==> src/rtl/aar_pkg.sv <==
// Package for the accelerating auto-repeat block.
// Holds the operation and register index codes, field widths, reset values
// of the configuration registers and the item types shared by all modules.
package aar_pkg;

    localparam int OP_W       = 2;
    localparam int POS_W      = 16;
    localparam int CFG_IDX_W  = 2;
    localparam int CFG_DATA_W = 16;
    localparam int DELAY_W    = 16;
    localparam int COUNT_W    = 8;

    localparam int TIMER_WIDTH_DEF = 16;

    localparam logic [OP_W-1:0] OP_TICK    = 2'd0;
    localparam logic [OP_W-1:0] OP_PRESS   = 2'd1;
    localparam logic [OP_W-1:0] OP_RELEASE = 2'd2;

    localparam logic [CFG_IDX_W-1:0] CFG_INITIAL_DELAY   = 2'd0;
    localparam logic [CFG_IDX_W-1:0] CFG_REPEAT_INTERVAL = 2'd1;
    localparam logic [CFG_IDX_W-1:0] CFG_ACCEL_EVERY     = 2'd2;
    localparam logic [CFG_IDX_W-1:0] CFG_MIN_INTERVAL    = 2'd3;

    localparam logic [DELAY_W-1:0] RST_INITIAL_DELAY   = 16'd1000;
    localparam logic [DELAY_W-1:0] RST_REPEAT_INTERVAL = 16'd200;
    localparam logic [COUNT_W-1:0] RST_ACCEL_EVERY     = 8'd10;
    localparam logic [DELAY_W-1:0] RST_MIN_INTERVAL    = 16'd5;

    typedef struct packed {
        logic [OP_W-1:0]         op;
        logic signed [POS_W-1:0] pos_x;
        logic signed [POS_W-1:0] pos_y;
    } t_item;

    typedef struct packed {
        logic signed [POS_W-1:0] step_x;
        logic signed [POS_W-1:0] step_y;
    } t_step;

endpackage

==> src/rtl/aar_if.sv <==
// Valid/ready channel interfaces for the accelerating auto-repeat block.
// One interface carries input events, the other carries repeat steps.
// Depends on aar_pkg for the field widths.
interface aar_in_if;
    logic                            valid;
    logic                            ready;
    logic [aar_pkg::OP_W-1:0]        op;
    logic signed [aar_pkg::POS_W-1:0] pos_x;
    logic signed [aar_pkg::POS_W-1:0] pos_y;

    modport source (output valid, op, pos_x, pos_y, input ready);
    modport sink (input valid, op, pos_x, pos_y, output ready);
endinterface

interface aar_out_if;
    logic                            valid;
    logic                            ready;
    logic signed [aar_pkg::POS_W-1:0] step_x;
    logic signed [aar_pkg::POS_W-1:0] step_y;

    modport source (output valid, step_x, step_y, input ready);
    modport sink (input valid, step_x, step_y, output ready);
endinterface

==> src/rtl/aar_in_stage.sv <==
// Input register of the accelerating auto-repeat block.
// Captures one input transaction and holds it until the core consumes it.
// Depends on aar_pkg and aar_in_if.
module aar_in_stage (
    input  logic            i_clk,
    input  logic            i_rst_n,
    aar_in_if.sink          i_in,
    input  logic            i_take,
    output logic            o_vld,
    output aar_pkg::t_item  o_item
);

    logic           r_vld;
    aar_pkg::t_item r_item;
    logic           load;

    assign i_in.ready = !r_vld || i_take;
    assign load       = i_in.valid && i_in.ready;

    always_ff @(posedge i_clk) begin
        if (!i_rst_n) begin
            r_vld <= 1'b0;
        end else if (load) begin
            r_vld <= 1'b1;
        end else if (i_take) begin
            r_vld <= 1'b0;
        end
    end

    always_ff @(posedge i_clk) begin
        if (load) begin
            r_item.op    <= i_in.op;
            r_item.pos_x <= i_in.pos_x;
            r_item.pos_y <= i_in.pos_y;
        end
    end

    assign o_vld  = r_vld;
    assign o_item = r_item;

endmodule

==> src/rtl/aar_core.sv <==
// Repeat state and configuration registers of the accelerating auto-repeat block.
// Applies one buffered event per cycle unless a due step meets a full output
// register, and produces at most one step. Depends on aar_pkg.
module aar_core #(
    parameter int TIMER_WIDTH = aar_pkg::TIMER_WIDTH_DEF
) (
    input  logic                            i_clk,
    input  logic                            i_rst_n,
    input  logic                            i_cfg_we,
    input  logic [aar_pkg::CFG_IDX_W-1:0]   i_cfg_index,
    input  logic [aar_pkg::CFG_DATA_W-1:0]  i_cfg_data,
    input  logic                            i_vld,
    input  aar_pkg::t_item                  i_item,
    input  logic                            i_out_free,
    output logic                            o_take,
    output logic                            o_res_vld,
    output aar_pkg::t_step                  o_res
);

    localparam int TW = TIMER_WIDTH;
    localparam logic [63:0] TMAX64  = (64'd1 << TW) - 64'd1;
    localparam logic [63:0] RECIP64 = ((64'd1 << (TW + 1)) + 64'd2) / 64'd3;
    localparam logic [TW-1:0] RECIP = RECIP64[TW-1:0];

    logic [aar_pkg::DELAY_W-1:0] r_initial_delay;
    logic [aar_pkg::DELAY_W-1:0] r_repeat_interval;
    logic [aar_pkg::COUNT_W-1:0] r_accel_every;
    logic [aar_pkg::DELAY_W-1:0] r_min_interval;

    logic                         r_held, n_held;
    logic                         r_repeating, n_repeating;
    logic [TW-1:0]                r_countdown, n_countdown;
    logic [TW-1:0]                r_cur, n_cur;
    logic [aar_pkg::COUNT_W-1:0]  r_step_count, n_step_count;
    logic signed [aar_pkg::POS_W-1:0] r_saved_x, n_saved_x;
    logic signed [aar_pkg::POS_W-1:0] r_saved_y, n_saved_y;

    logic [2*TW-1:0]              prod;
    logic [TW-2:0]                third;
    logic [TW-1:0]                rem_full;
    logic [TW-1:0]                shrunk;
    logic [TW-1:0]                shrink_sel;
    logic [aar_pkg::COUNT_W-1:0]  count_inc;
    logic                         fire;

    function automatic logic [TW-1:0] timer_load(input logic [aar_pkg::DELAY_W-1:0] v);
        logic [63:0] v64;
        begin
            v64 = 64'(v);
            if (v64 > TMAX64) begin
                timer_load = TMAX64[TW-1:0];
            end else begin
                timer_load = v64[TW-1:0];
            end
        end
    endfunction

    always_ff @(posedge i_clk) begin
        if (!i_rst_n) begin
            r_initial_delay   <= aar_pkg::RST_INITIAL_DELAY;
            r_repeat_interval <= aar_pkg::RST_REPEAT_INTERVAL;
            r_accel_every     <= aar_pkg::RST_ACCEL_EVERY;
            r_min_interval    <= aar_pkg::RST_MIN_INTERVAL;
        end else if (i_cfg_we) begin
            case (i_cfg_index)
                aar_pkg::CFG_INITIAL_DELAY: begin
                    r_initial_delay <= i_cfg_data;
                end
                aar_pkg::CFG_REPEAT_INTERVAL: begin
                    r_repeat_interval <= i_cfg_data;
                end
                aar_pkg::CFG_ACCEL_EVERY: begin
                    r_accel_every <= i_cfg_data[aar_pkg::COUNT_W-1:0];
                end
                aar_pkg::CFG_MIN_INTERVAL: begin
                    r_min_interval <= i_cfg_data;
                end
                default: begin
                end
            endcase
        end
    end

    // The shrunk interval is floor(2v/3), built from floor(v/3) by a reciprocal
    // multiply and a correction for a remainder of two.
    assign prod     = (2*TW)'(r_cur) * (2*TW)'(RECIP);
    assign third    = prod[2*TW-1:TW+1];
    assign rem_full = r_cur - ({third, 1'b0} + TW'(third));
    assign shrunk   = {third, 1'b0} + TW'(rem_full[1:0] == 2'd2);

    assign shrink_sel = (32'(r_cur) > 32'(r_min_interval)) ? shrunk : r_cur;
    assign count_inc  = r_step_count + 1'b1;

    assign fire = i_vld && (i_item.op == aar_pkg::OP_TICK) && r_held && r_repeating
                  && (r_countdown <= TW'(1));
    assign o_take    = i_vld && (!fire || i_out_free);
    assign o_res_vld = fire && i_out_free;
    assign o_res.step_x = r_saved_x;
    assign o_res.step_y = r_saved_y;

    always_comb begin
        n_held       = r_held;
        n_repeating  = r_repeating;
        n_countdown  = r_countdown;
        n_cur        = r_cur;
        n_step_count = r_step_count;
        n_saved_x    = r_saved_x;
        n_saved_y    = r_saved_y;
        case (i_item.op)
            aar_pkg::OP_PRESS: begin
                n_held       = 1'b1;
                n_repeating  = 1'b0;
                n_step_count = '0;
                n_saved_x    = i_item.pos_x;
                n_saved_y    = i_item.pos_y;
                n_countdown  = timer_load(r_initial_delay);
            end
            aar_pkg::OP_RELEASE: begin
                n_held       = 1'b0;
                n_repeating  = 1'b0;
                n_countdown  = '0;
                n_step_count = '0;
                n_saved_x    = '0;
                n_saved_y    = '0;
            end
            aar_pkg::OP_TICK: begin
                if (r_held) begin
                    if (r_countdown > TW'(1)) begin
                        n_countdown = r_countdown - TW'(1);
                    end else if (!r_repeating) begin
                        n_repeating = 1'b1;
                        n_cur       = timer_load(r_repeat_interval);
                        n_countdown = timer_load(r_repeat_interval);
                    end else if (count_inc >= r_accel_every) begin
                        n_cur        = shrink_sel;
                        n_countdown  = shrink_sel;
                        n_step_count = '0;
                    end else begin
                        n_step_count = count_inc;
                        n_countdown  = r_cur;
                    end
                end
            end
            default: begin
            end
        endcase
    end

    always_ff @(posedge i_clk) begin
        if (!i_rst_n) begin
            r_held       <= 1'b0;
            r_repeating  <= 1'b0;
            r_countdown  <= '0;
            r_cur        <= '0;
            r_step_count <= '0;
            r_saved_x    <= '0;
            r_saved_y    <= '0;
        end else if (o_take) begin
            r_held       <= n_held;
            r_repeating  <= n_repeating;
            r_countdown  <= n_countdown;
            r_cur        <= n_cur;
            r_step_count <= n_step_count;
            r_saved_x    <= n_saved_x;
            r_saved_y    <= n_saved_y;
        end
    end

endmodule

==> src/rtl/aar_out_stage.sv <==
// Output register of the accelerating auto-repeat block.
// Holds one step transaction until the downstream side takes it.
// Depends on aar_pkg and aar_out_if.
module aar_out_stage (
    input  logic            i_clk,
    input  logic            i_rst_n,
    input  logic            i_load,
    input  aar_pkg::t_step  i_res,
    output logic            o_free,
    aar_out_if.source       o_step
);

    logic           r_vld;
    aar_pkg::t_step r_res;

    assign o_free = !r_vld || o_step.ready;

    always_ff @(posedge i_clk) begin
        if (!i_rst_n) begin
            r_vld <= 1'b0;
        end else if (i_load) begin
            r_vld <= 1'b1;
        end else if (o_step.ready) begin
            r_vld <= 1'b0;
        end
    end

    always_ff @(posedge i_clk) begin
        if (i_load) begin
            r_res <= i_res;
        end
    end

    assign o_step.valid  = r_vld;
    assign o_step.step_x = r_res.step_x;
    assign o_step.step_y = r_res.step_y;

endmodule

==> src/rtl/accelerating_auto_repeat.sv <==
// Accelerating auto-repeat: top level joining input register, core and output register.
// Throughput is one input transaction and one core event per cycle when not stalled.
// A step is valid on the output from the output register, fed by a registered tick.
// Back-pressure on the output stalls the input only when a step is waiting behind it.
// Synchronous active-low reset restores register defaults and a released, idle state.
// Depends on aar_pkg, aar_if, aar_in_stage, aar_core and aar_out_stage.
module accelerating_auto_repeat #(
    parameter int TIMER_WIDTH = aar_pkg::TIMER_WIDTH_DEF
) (
    input  logic                            i_clk,
    input  logic                            i_rst_n,
    input  logic                            i_cfg_we,
    input  logic [aar_pkg::CFG_IDX_W-1:0]   i_cfg_index,
    input  logic [aar_pkg::CFG_DATA_W-1:0]  i_cfg_data,
    aar_in_if.sink                          i_in,
    aar_out_if.source                       o_step
);

    logic           item_vld;
    aar_pkg::t_item item;
    logic           take;
    logic           res_vld;
    aar_pkg::t_step res;
    logic           out_free;

    aar_in_stage u_in (
        .i_clk   (i_clk),
        .i_rst_n (i_rst_n),
        .i_in    (i_in),
        .i_take  (take),
        .o_vld   (item_vld),
        .o_item  (item)
    );

    aar_core #(
        .TIMER_WIDTH (TIMER_WIDTH)
    ) u_core (
        .i_clk       (i_clk),
        .i_rst_n     (i_rst_n),
        .i_cfg_we    (i_cfg_we),
        .i_cfg_index (i_cfg_index),
        .i_cfg_data  (i_cfg_data),
        .i_vld       (item_vld),
        .i_item      (item),
        .i_out_free  (out_free),
        .o_take      (take),
        .o_res_vld   (res_vld),
        .o_res       (res)
    );

    aar_out_stage u_out (
        .i_clk   (i_clk),
        .i_rst_n (i_rst_n),
        .i_load  (res_vld),
        .i_res   (res),
        .o_free  (out_free),
        .o_step  (o_step)
    );

endmodule

==> src/flat_wrapper.sv <==
// flat-port wrapper written by rule: the top's interface ports become plain ports
module accelerating_auto_repeat_flat 
#(
    parameter int TIMER_WIDTH = aar_pkg::TIMER_WIDTH_DEF
)
  (i_clk, i_rst_n, i_cfg_we, i_cfg_index, i_cfg_data, i_in_valid, i_in_op, i_in_pos_x, i_in_pos_y, i_in_ready, o_step_valid, o_step_step_x, o_step_step_y, o_step_ready);
  aar_in_if i_in_i ();
  aar_out_if o_step_i ();
  input  logic i_clk;
  input  logic i_rst_n;
  input  logic i_cfg_we;
  input  logic [aar_pkg::CFG_IDX_W-1:0] i_cfg_index;
  input  logic [aar_pkg::CFG_DATA_W-1:0] i_cfg_data;
  input wire logic [$bits(i_in_i.valid)-1:0] i_in_valid;
  input wire logic [$bits(i_in_i.op)-1:0] i_in_op;
  input wire logic [$bits(i_in_i.pos_x)-1:0] i_in_pos_x;
  input wire logic [$bits(i_in_i.pos_y)-1:0] i_in_pos_y;
  output wire logic [$bits(i_in_i.ready)-1:0] i_in_ready;
  output wire logic [$bits(o_step_i.valid)-1:0] o_step_valid;
  output wire logic [$bits(o_step_i.step_x)-1:0] o_step_step_x;
  output wire logic [$bits(o_step_i.step_y)-1:0] o_step_step_y;
  input wire logic [$bits(o_step_i.ready)-1:0] o_step_ready;
  assign i_in_i.valid = i_in_valid;
  assign i_in_i.op = i_in_op;
  assign i_in_i.pos_x = i_in_pos_x;
  assign i_in_i.pos_y = i_in_pos_y;
  assign i_in_ready = i_in_i.ready;
  assign o_step_valid = o_step_i.valid;
  assign o_step_step_x = o_step_i.step_x;
  assign o_step_step_y = o_step_i.step_y;
  assign o_step_i.ready = o_step_ready;
  accelerating_auto_repeat #(.TIMER_WIDTH(TIMER_WIDTH)) u_core (.i_clk(i_clk), .i_rst_n(i_rst_n), .i_cfg_we(i_cfg_we), .i_cfg_index(i_cfg_index), .i_cfg_data(i_cfg_data), .i_in(i_in_i), .o_step(o_step_i));
endmodule
==> config.mk <==
export PLATFORM = sky130hd
export DESIGN_NAME = accelerating_auto_repeat_flat
export DESIGN_NICKNAME = d
export VERILOG_FILES = /design/src/rtl/aar_pkg.sv /design/src/rtl/aar_if.sv /design/src/rtl/aar_in_stage.sv /design/src/rtl/aar_core.sv /design/src/rtl/aar_out_stage.sv /design/src/rtl/accelerating_auto_repeat.sv /design/src/flat_wrapper.sv
export SDC_FILE = /design/constraint.sdc
export NUM_CORES = 1
export LEC_CHECK = 0
export ABC_CLOCK_PERIOD_IN_PS = 7200
export BUFFER_PORTS_ARGS = -buffer_cell sky130_fd_sc_hd__buf_2
export CORE_MARGIN = 1.5
export CORE_UTILIZATION = 39
export CTS_CLUSTER_DIAMETER = 60
export CTS_CLUSTER_SIZE = 40
export DETAILED_ROUTE_END_ITERATION = 12
export PLACE_DENSITY = 0.63
export SYNTH_ARGS = -nofsm -noshare
export SYNTH_HDL_FRONTEND = slang
export SYNTH_SLANG_ARGS = --single-unit
export TNS_END_PERCENT = 100
==> constraint.sdc <==
create_clock -name i_clk -period 7.2 [get_ports i_clk]
set_input_delay 1.08 -clock i_clk [delete_from_list [all_inputs] [get_ports i_clk]]
set_output_delay 1.08 -clock i_clk [all_outputs]
set_load 0.02 [all_outputs]
Word level (Yosys, flattened, before mapping) --
Cells that the tools add are included.
Cells by class: div/mod/pow operators 0, reductions and logical operators 30, $lt $le $gt $ge 4, muxes and demuxes 21, shifts and indexed selects 0, bitwise gates (word level) 1, $mul 1, add/subtract/negate cells 5, eq/ne operators 9
Operators by type and width (count):
- $mux 16 | 5
- $pmux 16 s2 | 2
- $pmux 16 s3 | 1
- $mul 16x16->32 const B | 1
- $mux 8 | 4
- $add 16x1->16 | 1
- $gt 16x1->1 const B | 1
- $gt 16x16->1 | 1
- $le 16x1->1 const B | 1
- $pmux 8 s2 | 1
- $sub 16x1->16 const B | 1
- $reduce_and 2->1 | 5
- $add 8x1->8 const B | 1
- $eq 2x2->1 const B | 4
- $ge 8x8->1 | 1
- $reduce_and 4->1 | 2
- $reduce_bool 2->1 | 4
- $logic_and 1x1->1 | 7
- $mux 1 | 6
- $ne 2x2->1 const B | 3
- $reduce_and 5->1 | 1
- $eq 2x1->1 const B | 2
- $logic_not 2->1 | 2
- $pmux 1 s2 | 2
- other kinds (8) | 12
Storage, ports and cells: memories kept 0, bits in latches 0, logic and storage cells 89, output and inout port bits 34, flip-flop bits (word level) 198, memory bits (writable) 0, input port bits 57, ROM bits 0

Logic depth before layout (Yosys ltp) --
Gate-level depths: netlist of run 1.
word-level depth 11, depth in mapped cells 26, mapped depth without buffers 26

Cells and area by module --
From an unflattened synthesis of run 1, not the netlist that was laid out.
Unflattened totals: cell total of the unflattened synthesis 1431, area, all modules 13655.6 µm²
Modules (own cells, without submodules):
- aar_core | area an instance 11567.3 µm², cells each 1356, seq. area each 2602.5 µm², instances 1
- aar_in_stage | area an instance 1078.5 µm², cells each 39, seq. area each 1041.0 µm², instances 1
- aar_out_stage | area an instance 1009.7 µm², cells each 36, seq. area each 980.9 µm², instances 1

Worst setup path after synthesis of run 1 --
Ideal clock, no wire load.
kind register -> register, start register u_core.u_core.r_cur[1], end register u_core.u_core.r_cur[0], path buffers 0, setup time 0.115 ns, period minus slack after synthesis 6.359 ns, data arrival time 6.244 ns, setup slack 0.841 ns, stages on the path, launching flop included 26, data required time 7.085 ns, path through dfxtp_1 > ha_1 > xor2_1 > ha_1 > inv_1 > fa_1 > inv_1 > fa_1 > fa_1 > inv_1 > fa_1 > inv_1 > ha_1 > and2_1 > and3_1 > a211oi_1 > xnor2_1 > ha_1 > ha_1 > nor2_1 > xnor2_1 > xor3_1 > xor2_1 > a41oi_1 > o22ai_1 > and2_1
Between the ends: longest elaborated chain between the ends 8, elaborated cells on any way between the ends 9, those cells by class 3 x add/sub; 1 x mul; 1 x order compare; 1 x eq/ne; 3 x mux
RTL lines:
- start, declared | RTL line aar_core.sv:33 | logic [TW-1:0] r_cur, n_cur;
- start signal, assigned | RTL line aar_core.sv:162 | r_cur <= n_cur;
- $mul 16x16->32 | RTL line aar_core.sv:86 | assign prod = (2*TW)'(r_cur) * (2*TW)'(RECIP);
- $add 2x2->2 | RTL line aar_core.sv:88 | assign rem_full = r_cur - ({third, 1'b0} + TW'(third));
- $sub 2x2->2 | RTL line aar_core.sv:88
- $eq 2x2->1 | RTL line aar_core.sv:89 | assign shrunk = {third, 1'b0} + TW'(rem_full[1:0] == 2'd2);
- $add 16x1->16 | RTL line aar_core.sv:89
- $mux 16 (*) | RTL line aar_core.sv:91 | assign shrink_sel = (32'(r_cur) > 32'(r_min_interval)) ? shrunk : r_cur;
- $mux 16 (*) | RTL line aar_core.sv:134 | end else if (count_inc >= r_accel_every) begin
- $mux 16 (*)
Every way passes the cells marked *; elsewhere a longest branch is shown, timed or not. A chain may end at the register's enable or synchronous reset.

Worst setup path in the final report of run 1 --
start register u_core.u_core.r_cur[2], end register u_core.u_core.r_cur[0]
The elaborated chain is that of the path after synthesis.

==> results.toml, run 1 <==
[synth]
synth_top_cell_by_area = "dfxtp_1"
netlist.area_leader.share_pct = 19.5
syn-num-nets = 1736
synth_edf_count = 66
ys_types = 75
yosysSeqAreaShare_pct = 34.1
synthTopCellsByArea = "dfxtp_1, ha_1, edfxtp_1, fa_1, inv_1"
netlist_instances = 1441
ys_warn_count = 0
ys_ff_latch = 198
synth_area_um2 = 13500
ys_async_sr_fraction_pct = 0
syn_area_per_cell_um2 = 9.40
synth_flop_cell = "dfxtp_1"

[placement]
placed_area_um2 = 14500
portBuffers = 90
dp_hpwl_mm = 26.4
gp_congestion = 0.887
dp_slack_ns = 0.444

[pwr]
leakagePower_nw = 7.01
ir_drop_v = 0.000156
power_mw = 2.47
power_density_nw_per_um2 = 163

[min_path]
hold_class = "flip-flop to flip-flop"

[setup_path]
startpoint_type = "flip-flop"
critPathLaunch = "u_core.u_core.r_cur[2]$_SDFFE_PN0P_"
crit_fanout = 9
endpoint = "u_core.u_core.r_cur[0]$_SDFFE_PN0P_"
reg2regPathDepth = 25
r2r_end = "u_core.u_core.r_cur[0]$_SDFFE_PN0P_"
rrSetupSlack_ns = 0.45
arrival_ns = 7.08
r2r_start = "u_core.u_core.r_cur[2]$_SDFFE_PN0P_"
critPathCaptureType = "flip-flop"
required_ns = 7.54
critPathKind = "flip-flop to flip-flop"

[clocking]
clock-sinks = 198
cts_inserted_buffers = 17
clk_path_buf_depth = 2
postCtsSetupBuffers = 0
cts_tree = "built"
clk_pin_slew_ns = 0.08
cts_resized = 0
htree_levels = 4
cts_hold_repair.buffers = 0
clockRootBuffer = "clkbuf_16"
clk-insertion-delay-late_ns = 0.44

[die]
ios = 91
die_w_um = 189
initial_core_util_pct = 39.4
die_h_um = 189
rows = 68
die-area_um2 = 35900
coreArea_um2 = 34400

[grt]
overflow = 0
track_usage_pct = 19.2
antenna_found_initial = 0
grt_start_max_net_pins = 78
grt_pass1_wl_mm = 53.5
grt_pass1_vias = 9738

[final_layout]
antennaDiodeCount = 0
fill_cells = 3360
area_delta_synth_final_pct = 11.5
finalInstanceArea_um2 = 15100
fin_nets = 1808
drive_above_1_share_pct = 10.9

[sta]
tightestPinTransition_ns = 1.14
setup_ws_ns = 0.453
hold_violations = 0
setup_tns_ns = 0
slew_viol_final = 0
fmax_ghz = 0.148
setup_viol = 0
slew_headroom_pct = 23.5
finalCritPeriodShare_pct = 93.7
rsz0062_at_grt = "false"
final.min_clock_period_ns = 6.75
fin_worst_skew_ns = 0.0191

[route]
ant_nets = 0
wirelength_mm = 34.4
drc_errors = 0
viasPerCell = 5.13
drt_first_pass_iters = 5
vias = 10200
wl_per_cell_um = 17.4
drtIter0Drc = 942

[job]
maxCapViolCount = 0

[run_status]
status = "complete, no violations"
## sequential cells by signal, indices dropped and copies added, names as in the netlist
register                         cells
u_core.u_out.o_step.step_x          16
u_core.u_core.r_repeat_interval     16
u_core.u_core.r_held                 1
u_core.u_in.o_vld                    1
u_core.u_in.o_item                  34
u_core.u_out.o_step.valid            1
u_core.u_core.r_repeating            1
u_core.u_core.r_min_interval        16
u_core.u_core.r_initial_delay       16
u_core.u_core.r_saved_y             16
u_core.u_out.o_step.step_y          16
u_core.u_core.r_accel_every          8
u_core.u_core.r_cur                 16
u_core.u_core.r_saved_x             16
u_core.u_core.r_step_count           8
u_core.u_core.r_countdown           16
## logic make-up after synthesis
logic type                 Yosys count  synth area share [%]
and+or+nand+nor                    410                  15.3
muxes                                2                 0.148
xor gates and xnor gates            40                  2.70
DFF                                198                  34.1
AOI/OAI and AO/OA                  295                  14.0
buffers and inverters              258                  7.42
adders and majority gates          238                  26.3
## per-stage QoR
step / hold WS, ns / instances / utilization, %
after global routing: 0.437 / 1981 / 43.9
final: 0.436 / 1981 / 43.9
after global placement: 0.413 / 1949 / 42.1
after floorplan: 0.409 / 1441 / -
after CTS: 0.436 / 1981 / 43.9
after detailed placement: 0.415 / 1949 / 42.1
## metal layers
metal | routed length [um] | vias up | GRT usage [%]
li1 | - | 5072 | -
met1 | 16000 | 4845 | 26.9
met2 | 16300 | 214 | 31.4
met3 | 1540 | 35 | 2.43
met4 | 566 | 0 | 4.95
met5 | 0 | - | 0
## placed cells by master, fill, tap and decap left out, types with 4 or more instances in the layout
cell	n
o21a_1	5
and3_1	11
xor2_1	20
a21boi_0	5
nand3_1	29
dfxtp_1	132
edfxtp_1	66
fa_1	77
ha_1	161
a21o_1	17
buf_2	90
o21ai_1	4
o211ai_1	18
or2_2	6
nor2b_1	36
nand2_1	168
a31oi_1	9
xnor2_1	19
nand2b_1	4
nor3b_1	33
nor3_1	10
clkbuf_16	18
or3_1	11
and2_1	9
o21ai_0	33
nor2_1	56
inv_1	203
inv_8	6
a221oi_1	9
a21oi_1	128
buf_4	17
a211oi_1	15
o211a_1	8
a211o_1	4
nand4_1	13
## worst min-delay path by stage
stage                                                   startpoint                                        to  slack [ns]  cells past startpoint
after global routing       u_core.u_core.r_saved_x[3]$_SDFFE_PN0P_   u_core.u_out.o_step.step_x[3]$_DFFE_PP_        0.44                      0
after detailed placement  u_core.u_core.r_saved_x[11]$_SDFFE_PN0P_  u_core.u_out.o_step.step_x[11]$_DFFE_PP_        0.42                      0
after floorplan            u_core.u_core.r_saved_x[0]$_SDFFE_PN0P_   u_core.u_out.o_step.step_x[0]$_DFFE_PP_        0.41                      0
after CTS                  u_core.u_core.r_saved_y[3]$_SDFFE_PN0P_   u_core.u_out.o_step.step_y[3]$_DFFE_PP_        0.44                      0
after global placement     u_core.u_core.r_saved_y[1]$_SDFFE_PN0P_   u_core.u_out.o_step.step_y[1]$_DFFE_PP_        0.41                      0
final                     u_core.u_core.r_saved_x[10]$_SDFFE_PN0P_  u_core.u_out.o_step.step_x[10]$_DFFE_PP_        0.44                      0
## area by class of cell
cell class	count	area, um^2	share of cell area [%]
Sequential cell	198	4620	30.6
Clock buffer	18	450	2.98
Tap cell	455	569	3.77
Inverter	204	766	5.07
Timing Repair Buffer	107	578	3.83
Multi-Input combinational cell	985	7930	52.5
Clock inverter	14	183	1.21
## critical path, stage by stage, from the launching register on
cell      delay [ns]
dfxtp_1         0.55
ha_1            0.26
xor2_1          0.31
ha_1            0.20
inv_1           0.05
fa_1            0.49
inv_1           0.07
fa_1            0.51
fa_1            0.54
inv_1           0.05
fa_1            0.52
inv_1           0.04
ha_1            0.32
and2_1          0.19
and3_1          0.20
a211oi_1        0.28
xnor2_1         0.30
ha_1            0.35
ha_1            0.18
nor2_1          0.11
xnor2_1         0.14
xor3_1          0.27
xor2_1          0.17
a41oi_1         0.26
o22ai_1         0.10
and2_1          0.18
## synthesized netlist by cell type (all sizes together) (3+ instances only)
cell and number:
inv 204, nand2 168, ha 161, dfxtp 132, a21oi 128, fa 77
edfxtp 66, nor2 58, clkbuf 40, nor2b 37, o21ai 37, nor3b 35
nand3 30, xor2 20, xnor2 19, o211ai 18, a21o 17, a211oi 15
buf 14, nand4 14, nor3 12, or3 12, and3 11, a31oi 10
and2 10, a221oi 9, o211a 8, a21boi 7, or2 6, o21a 5
a211o 4, nand2b 4, a22oi 3, a2bb2oi 3, a41oi 3, and4 3
nand3b 3, nor4 3, o221ai 3, o22ai 3, o2bb2ai 3, or3b 3
## where the power goes
part           switching (mW)  total, mW  leakage (nW)  internal, mW
clock network           0.513       1.02         0.310         0.503
registers              0.0266       1.22          1.75          1.19
logic                   0.140      0.229          4.95        0.0888
total                   0.680       2.47          7.01          1.79
(Power assumes the default switching activity.)
==> inputs of run 2 (changes only) <==
Settings changed: MAX_ROUTING_LAYER set to met4.
==> results.toml, run 2 (synthesis results as in run 1) <==
[route]
vias = 10100
viasPerCell = 5.12
drt_first_pass_iters = 5
wirelength_mm = 34.2
drc_errors = 0
wl_per_cell_um = 17.3
drtIter0Drc = 814
ant_nets = 0

[pwr]
ir_drop_v = 0.000132
power_density_nw_per_um2 = 164
leakagePower_nw = 7.01
power_mw = 2.48

[grt]
antenna_found_initial = 0
overflow = 0
grt_pass1_wl_mm = 54.2
grt_pass1_vias = 9969
grt_start_max_net_pins = 78
track_usage_pct = 20.0

[clocking]
clk_pin_slew_ns = 0.08
clock-sinks = 198
cts_hold_repair.buffers = 0
clk-insertion-delay-late_ns = 0.44
cts_inserted_buffers = 17
htree_levels = 4
clockRootBuffer = "clkbuf_16"
cts_resized = 0
clk_path_buf_depth = 2
postCtsSetupBuffers = 0
cts_tree = "built"

[sta]
setup_viol = 0
final.min_clock_period_ns = 6.75
setup_tns_ns = 0
fin_worst_skew_ns = 0.0136
finalCritPeriodShare_pct = 93.7
rsz0062_at_grt = "false"
fmax_ghz = 0.148
tightestPinTransition_ns = 1.26
slew_headroom_pct = 15.4
hold_violations = 0
slew_viol_final = 0

[die]
rows = 68
die_w_um = 189
initial_core_util_pct = 39.4
coreArea_um2 = 34400
die_h_um = 189
ios = 91
die-area_um2 = 35900

[run_status]
status = "complete, no violations"

[job]
maxCapViolCount = 0

[setup_path]
critPathCaptureType = "flip-flop"
reg2regPathDepth = 25
crit_fanout = 8
critPathKind = "flip-flop to flip-flop"
required_ns = 7.53
arrival_ns = 7.08
startpoint_type = "flip-flop"

[placement]
portBuffers = 90
gp_congestion = 0.918
dp_hpwl_mm = 26.3

[final_layout]
antennaDiodeCount = 0
final_common_cell = "inv_1"
drive_above_1_share_pct = 10.8
fin_nets = 1807
layout_common_cells = "inv_1, nand2_1, ha_1, dfxtp_1, a21oi_1"
area_delta_synth_final_pct = 11.5
largest_register_ffs = 34

[min_path]
min_path_cells = 0
hold_class = "flip-flop to flip-flop"
-- run 2: cell types whose count changed in the layout (fill, tap and decap cells not counted) --
cell       change
buf_4          -1
bufinv_16      +1
clkbuf_16      +1
inv_12         -2
inv_6          +5
inv_8          -5
-- run 2: routing by layer --
metal	track usage (%)	vias to the layer above	wire length, um
met5	-	-	0
met4	6.41	0	891
met3	2.61	48	1240
met2	30.5	202	15800
met1	27.4	4819	16300
li1	-	5059	-
-- run 2: metrics by stage --
step | hold slack (ns) | area [um^2] | setup slack [ns] | instances | utilization, %
after global routing | 0.437 | 15100 | 0.108 | 1980 | 43.9
after CTS | 0.432 | 15100 | 0.447 | 1980 | 43.9
after global placement | 0.413 | 14500 | 0.547 | 1948 | 42.1
after floorplan | 0.409 | 13500 | 0.841 | 1441 | -
final | 0.430 | 15100 | 0.455 | 1980 | 43.9
after detailed placement | 0.416 | 14500 | 0.482 | 1948 | 42.1
-- run 2: path summary, 6_finish.rpt --
| check | startpoint | endpoint | slack (ns) |
|---|---|---|---|
| min reg2reg | u_core.u_core.r_saved_y[12]$_SDFFE_PN0P_ | u_core.u_out.o_step.step_y[12]$_DFFE_PP_ | 0.43 |
| min | u_core.u_core.r_saved_y[12]$_SDFFE_PN0P_ | u_core.u_out.o_step.step_y[12]$_DFFE_PP_ | 0.43 |
| max | u_core.u_core.r_cur[11]$_SDFFE_PN0P_ | u_core.u_core.r_cur[0]$_SDFFE_PN0P_ | 0.45 |
| max reg2reg | u_core.u_core.r_cur[11]$_SDFFE_PN0P_ | u_core.u_core.r_cur[0]$_SDFFE_PN0P_ | 0.45 |
-- run 2: power by group --
| group | switching [mW] | internal, mW | total [mW] | leakage, nW |
|---|---|---|---|---|
| Sequential | 0.0259 | 1.19 | 1.22 | 1.75 |
| Combinational | 0.140 | 0.0885 | 0.228 | 4.95 |
| Clock | 0.485 | 0.544 | 1.03 | 0.314 |
| Total | 0.651 | 1.83 | 2.48 | 7.01 |
-- run 2: layout make-up --
cell class / instances / area [um^2]
fill: 3412 / 19300
clock buffer: 19 / 475
timing repair buffer: 106 / 571
tap: 455 / 569
multi-input combinational: 985 / 7930
inverter: 204 / 766
sequential: 198 / 4620
clock inverter: 13 / 168
-- run 2: critical path, cell delays in order (launching register included) --
cell and delay (ns):
dfxtp_1 0.58, ha_1 0.36, ha_1 0.33, fa_1 0.50, inv_1 0.05, fa_1 0.47, inv_1 0.06, fa_1 0.53
inv_1 0.05, fa_1 0.52, inv_1 0.04, ha_1 0.36, nand4_1 0.12, a21oi_1 0.05, a211o_1 0.28, a211oi_1 0.26
xnor2_1 0.32, ha_1 0.35, ha_1 0.18, nor2_1 0.11, xnor2_1 0.13, xor3_1 0.27, xor2_1 0.18, a41oi_1 0.25
o22ai_1 0.10, and2_1 0.18
==> inputs of run 3 (changes only) <==
Settings changed: ABC_CLOCK_PERIOD_IN_PS 7200 to 6400.
Clock period 7.2 ns to 6.4 ns, I/O delays scaled along.
==> results.toml, run 3 (synthesis results as in run 1) <==
[run_status]
status = "complete, no violations"

[sta]
tightestPinTransition_ns = 1.14
fmax_ghz = 0.160
setup_ws_ns = 0.162
setup_viol = 0
hold-worst-slack_ns = 0.432
hold_violations = 0
finalCritPeriodShare_pct = 97.5
final.min_clock_period_ns = 6.24
fin_worst_skew_ns = 0.0251
slew_headroom_pct = 23.5
slew_viol_final = 0

[setup_path]
r2r_end = "u_core.u_core.r_cur[0]$_SDFFE_PN0P_"
reg2regPathDepth = 24
required_ns = 6.71
critPathCaptureType = "flip-flop"
startpoint_type = "flip-flop"
arrival_ns = 6.55
crit_fanout = 4
r2r_start = "u_core.u_core.r_cur[5]$_SDFFE_PN0P_"
rrSetupSlack_ns = 0.16
critPathKind = "flip-flop to flip-flop"

[min_path]
min_path_cells = 0
hold_end = "u_core.u_out.o_step.step_y[1]$_DFFE_PP_"
hold_class = "flip-flop to flip-flop"
min_from = "u_core.u_core.r_saved_y[1]$_SDFFE_PN0P_"

[clocking]
cts_hold_repair.buffers = 0
clk-insertion-delay-late_ns = 0.44
clockRootBuffer = "clkbuf_16"
cts_inserted_buffers = 17
clock-sinks = 198
cts_tree = "built"
clk_pin_slew_ns = 0.08
clk_path_buf_depth = 2
htree_levels = 4

[pwr]
ir_drop_v = 0.000149
power_density_nw_per_um2 = 177
power_mw = 2.78
leakagePower_nw = 7.17

[final_layout]
drive_above_1_share_pct = 16.3
multi_input_comb_area_um2 = 8240
largest_register_ffs = 34
finalInstanceArea_um2 = 15700
fill_cells = 3341
layout_common_cells = "inv_1, nand2_1, ha_1, a21oi_1, dfxtp_1"
final_common_cell = "inv_1"
area_delta_synth_final_pct = 16.1
seq_area_um2 = 4660
fin_nets = 1843

[placement]
gp_congestion = 0.950
dp_hpwl_mm = 26.9
placed_area_um2 = 14700
portBuffers = 90
dp_slack_ns = -0.0319

[die]
die_w_um = 189
die-area_um2 = 35900
coreArea_um2 = 34400
die_h_um = 189
rows = 68
ios = 91
initial_core_util_pct = 39.4

[grt]
grt_start_max_net_pins = 67
overflow = 0
grt_pass1_wl_mm = 55.0
antenna_found_initial = 0
grt_pass1_vias = 10100
track_usage_pct = 20.2

[route]
wirelength_mm = 34.7
drtIter0Drc = 651
vias = 10400
ant_nets = 0
drt_first_pass_iters = 5
viasPerCell = 5.14
wl_per_cell_um = 17.2
drc_errors = 0

[job]
maxCapViolCount = 0
## run 3: changes by cell type in the layout (fill, tap and decap cells not counted), sizes merged
cell and change:
clkinv +3, inv -3, buf +36, diode +1
## run 3: timing repair
item	in CTS	in global routing
setup buffers	0	4
endpoints found under the hold margin	0	0
setup endpoints to repair	2	9
gates resized for setup	1	66
pin swaps	1	19
## run 3: critical path, stage by stage, from the launching register on
cell and delay (ns):
dfxtp_2 0.36, ha_1 0.34, ha_1 0.35, ha_1 0.31, ha_1 0.28, inv_1 0.05
fa_1 0.50, fa_1 0.55, inv_1 0.04, ha_1 0.34, a211oi_2 0.22, o221ai_2 0.14
a211o_1 0.32, a211oi_4 0.29, xnor2_2 0.16, ha_1 0.28, inv_1 0.07, ha_2 0.16
nor2_2 0.04, xnor2_1 0.15, xor3_2 0.50, xor2_2 0.21, a41oi_2 0.18, o22ai_1 0.09
and2_1 0.19
## run 3: cell type report
| type | instances | share of cell area, % |
|---|---|---|
| Clock buffer | 19 | 3.02 |
| Clock inverter | 13 | 1.10 |
| Timing Repair Buffer | 142 | 5.37 |
| Sequential cell | 198 | 29.6 |
| Tap cell | 455 | 3.62 |
| Multi-Input combinational cell | 985 | 52.4 |
| Inverter | 204 | 4.87 |
| Antenna cell | 1 | 0.0159 |
## run 3: layer usage
layer / share of wire [%] / vias to the layer above / track usage, %
met3: 4.1 / 51 / 2.98
met2: 47 / 239 / 31.6
met4: 2.6 / 0 / 6.29
met5: 0 / - / -
met1: 47 / 4940 / 26.9
li1: - / 5133 / -
## run 3: worst max path at each step
stage | start | end | slack [ns]
final | u_core.u_core.r_cur[5]$_SDFFE_PN0P_ | u_core.u_core.r_cur[0]$_SDFFE_PN0P_ | 0.16
after global routing | u_core.u_core.r_cur[3]$_SDFFE_PN0P_ | u_core.u_core.r_cur[0]$_SDFFE_PN0P_ | -0.04
after CTS | u_core.u_core.r_cur[1]$_SDFFE_PN0P_ | u_core.u_core.r_cur[0]$_SDFFE_PN0P_ | 0.01
after detailed placement | u_core.u_core.r_cur[1]$_SDFFE_PN0P_ | u_core.u_core.r_cur[0]$_SDFFE_PN0P_ | -0.03
after global placement | u_core.u_core.r_cur[1]$_SDFFE_PN0P_ | u_core.u_core.r_cur[0]$_SDFFE_PN0P_ | 0.04
after floorplan | u_core.u_core.r_cur[1]$_SDFFE_PN0P_ | u_core.u_core.r_cur[0]$_SDFFE_PN0P_ | 0.04
## run 3: stage by stage
| stage | utilization (%) | std cells | setup TNS [ns] |
|---|---|---|---|
| after global routing | 45.7 | 2016 | -0.0862 |
| after detailed placement | 42.8 | 1980 | -0.0319 |
| after floorplan | - | 1441 | 0 |
| after CTS | 44.7 | 2012 | 0 |
| after global placement | 42.8 | 1980 | 0 |
| final | 45.8 | 2017 | 0 |
## run 3: power breakdown
part / switching, mW / internal [mW]
registers: 0.0291 / 1.34
clock network: 0.540 / 0.612
logic: 0.156 / 0.101
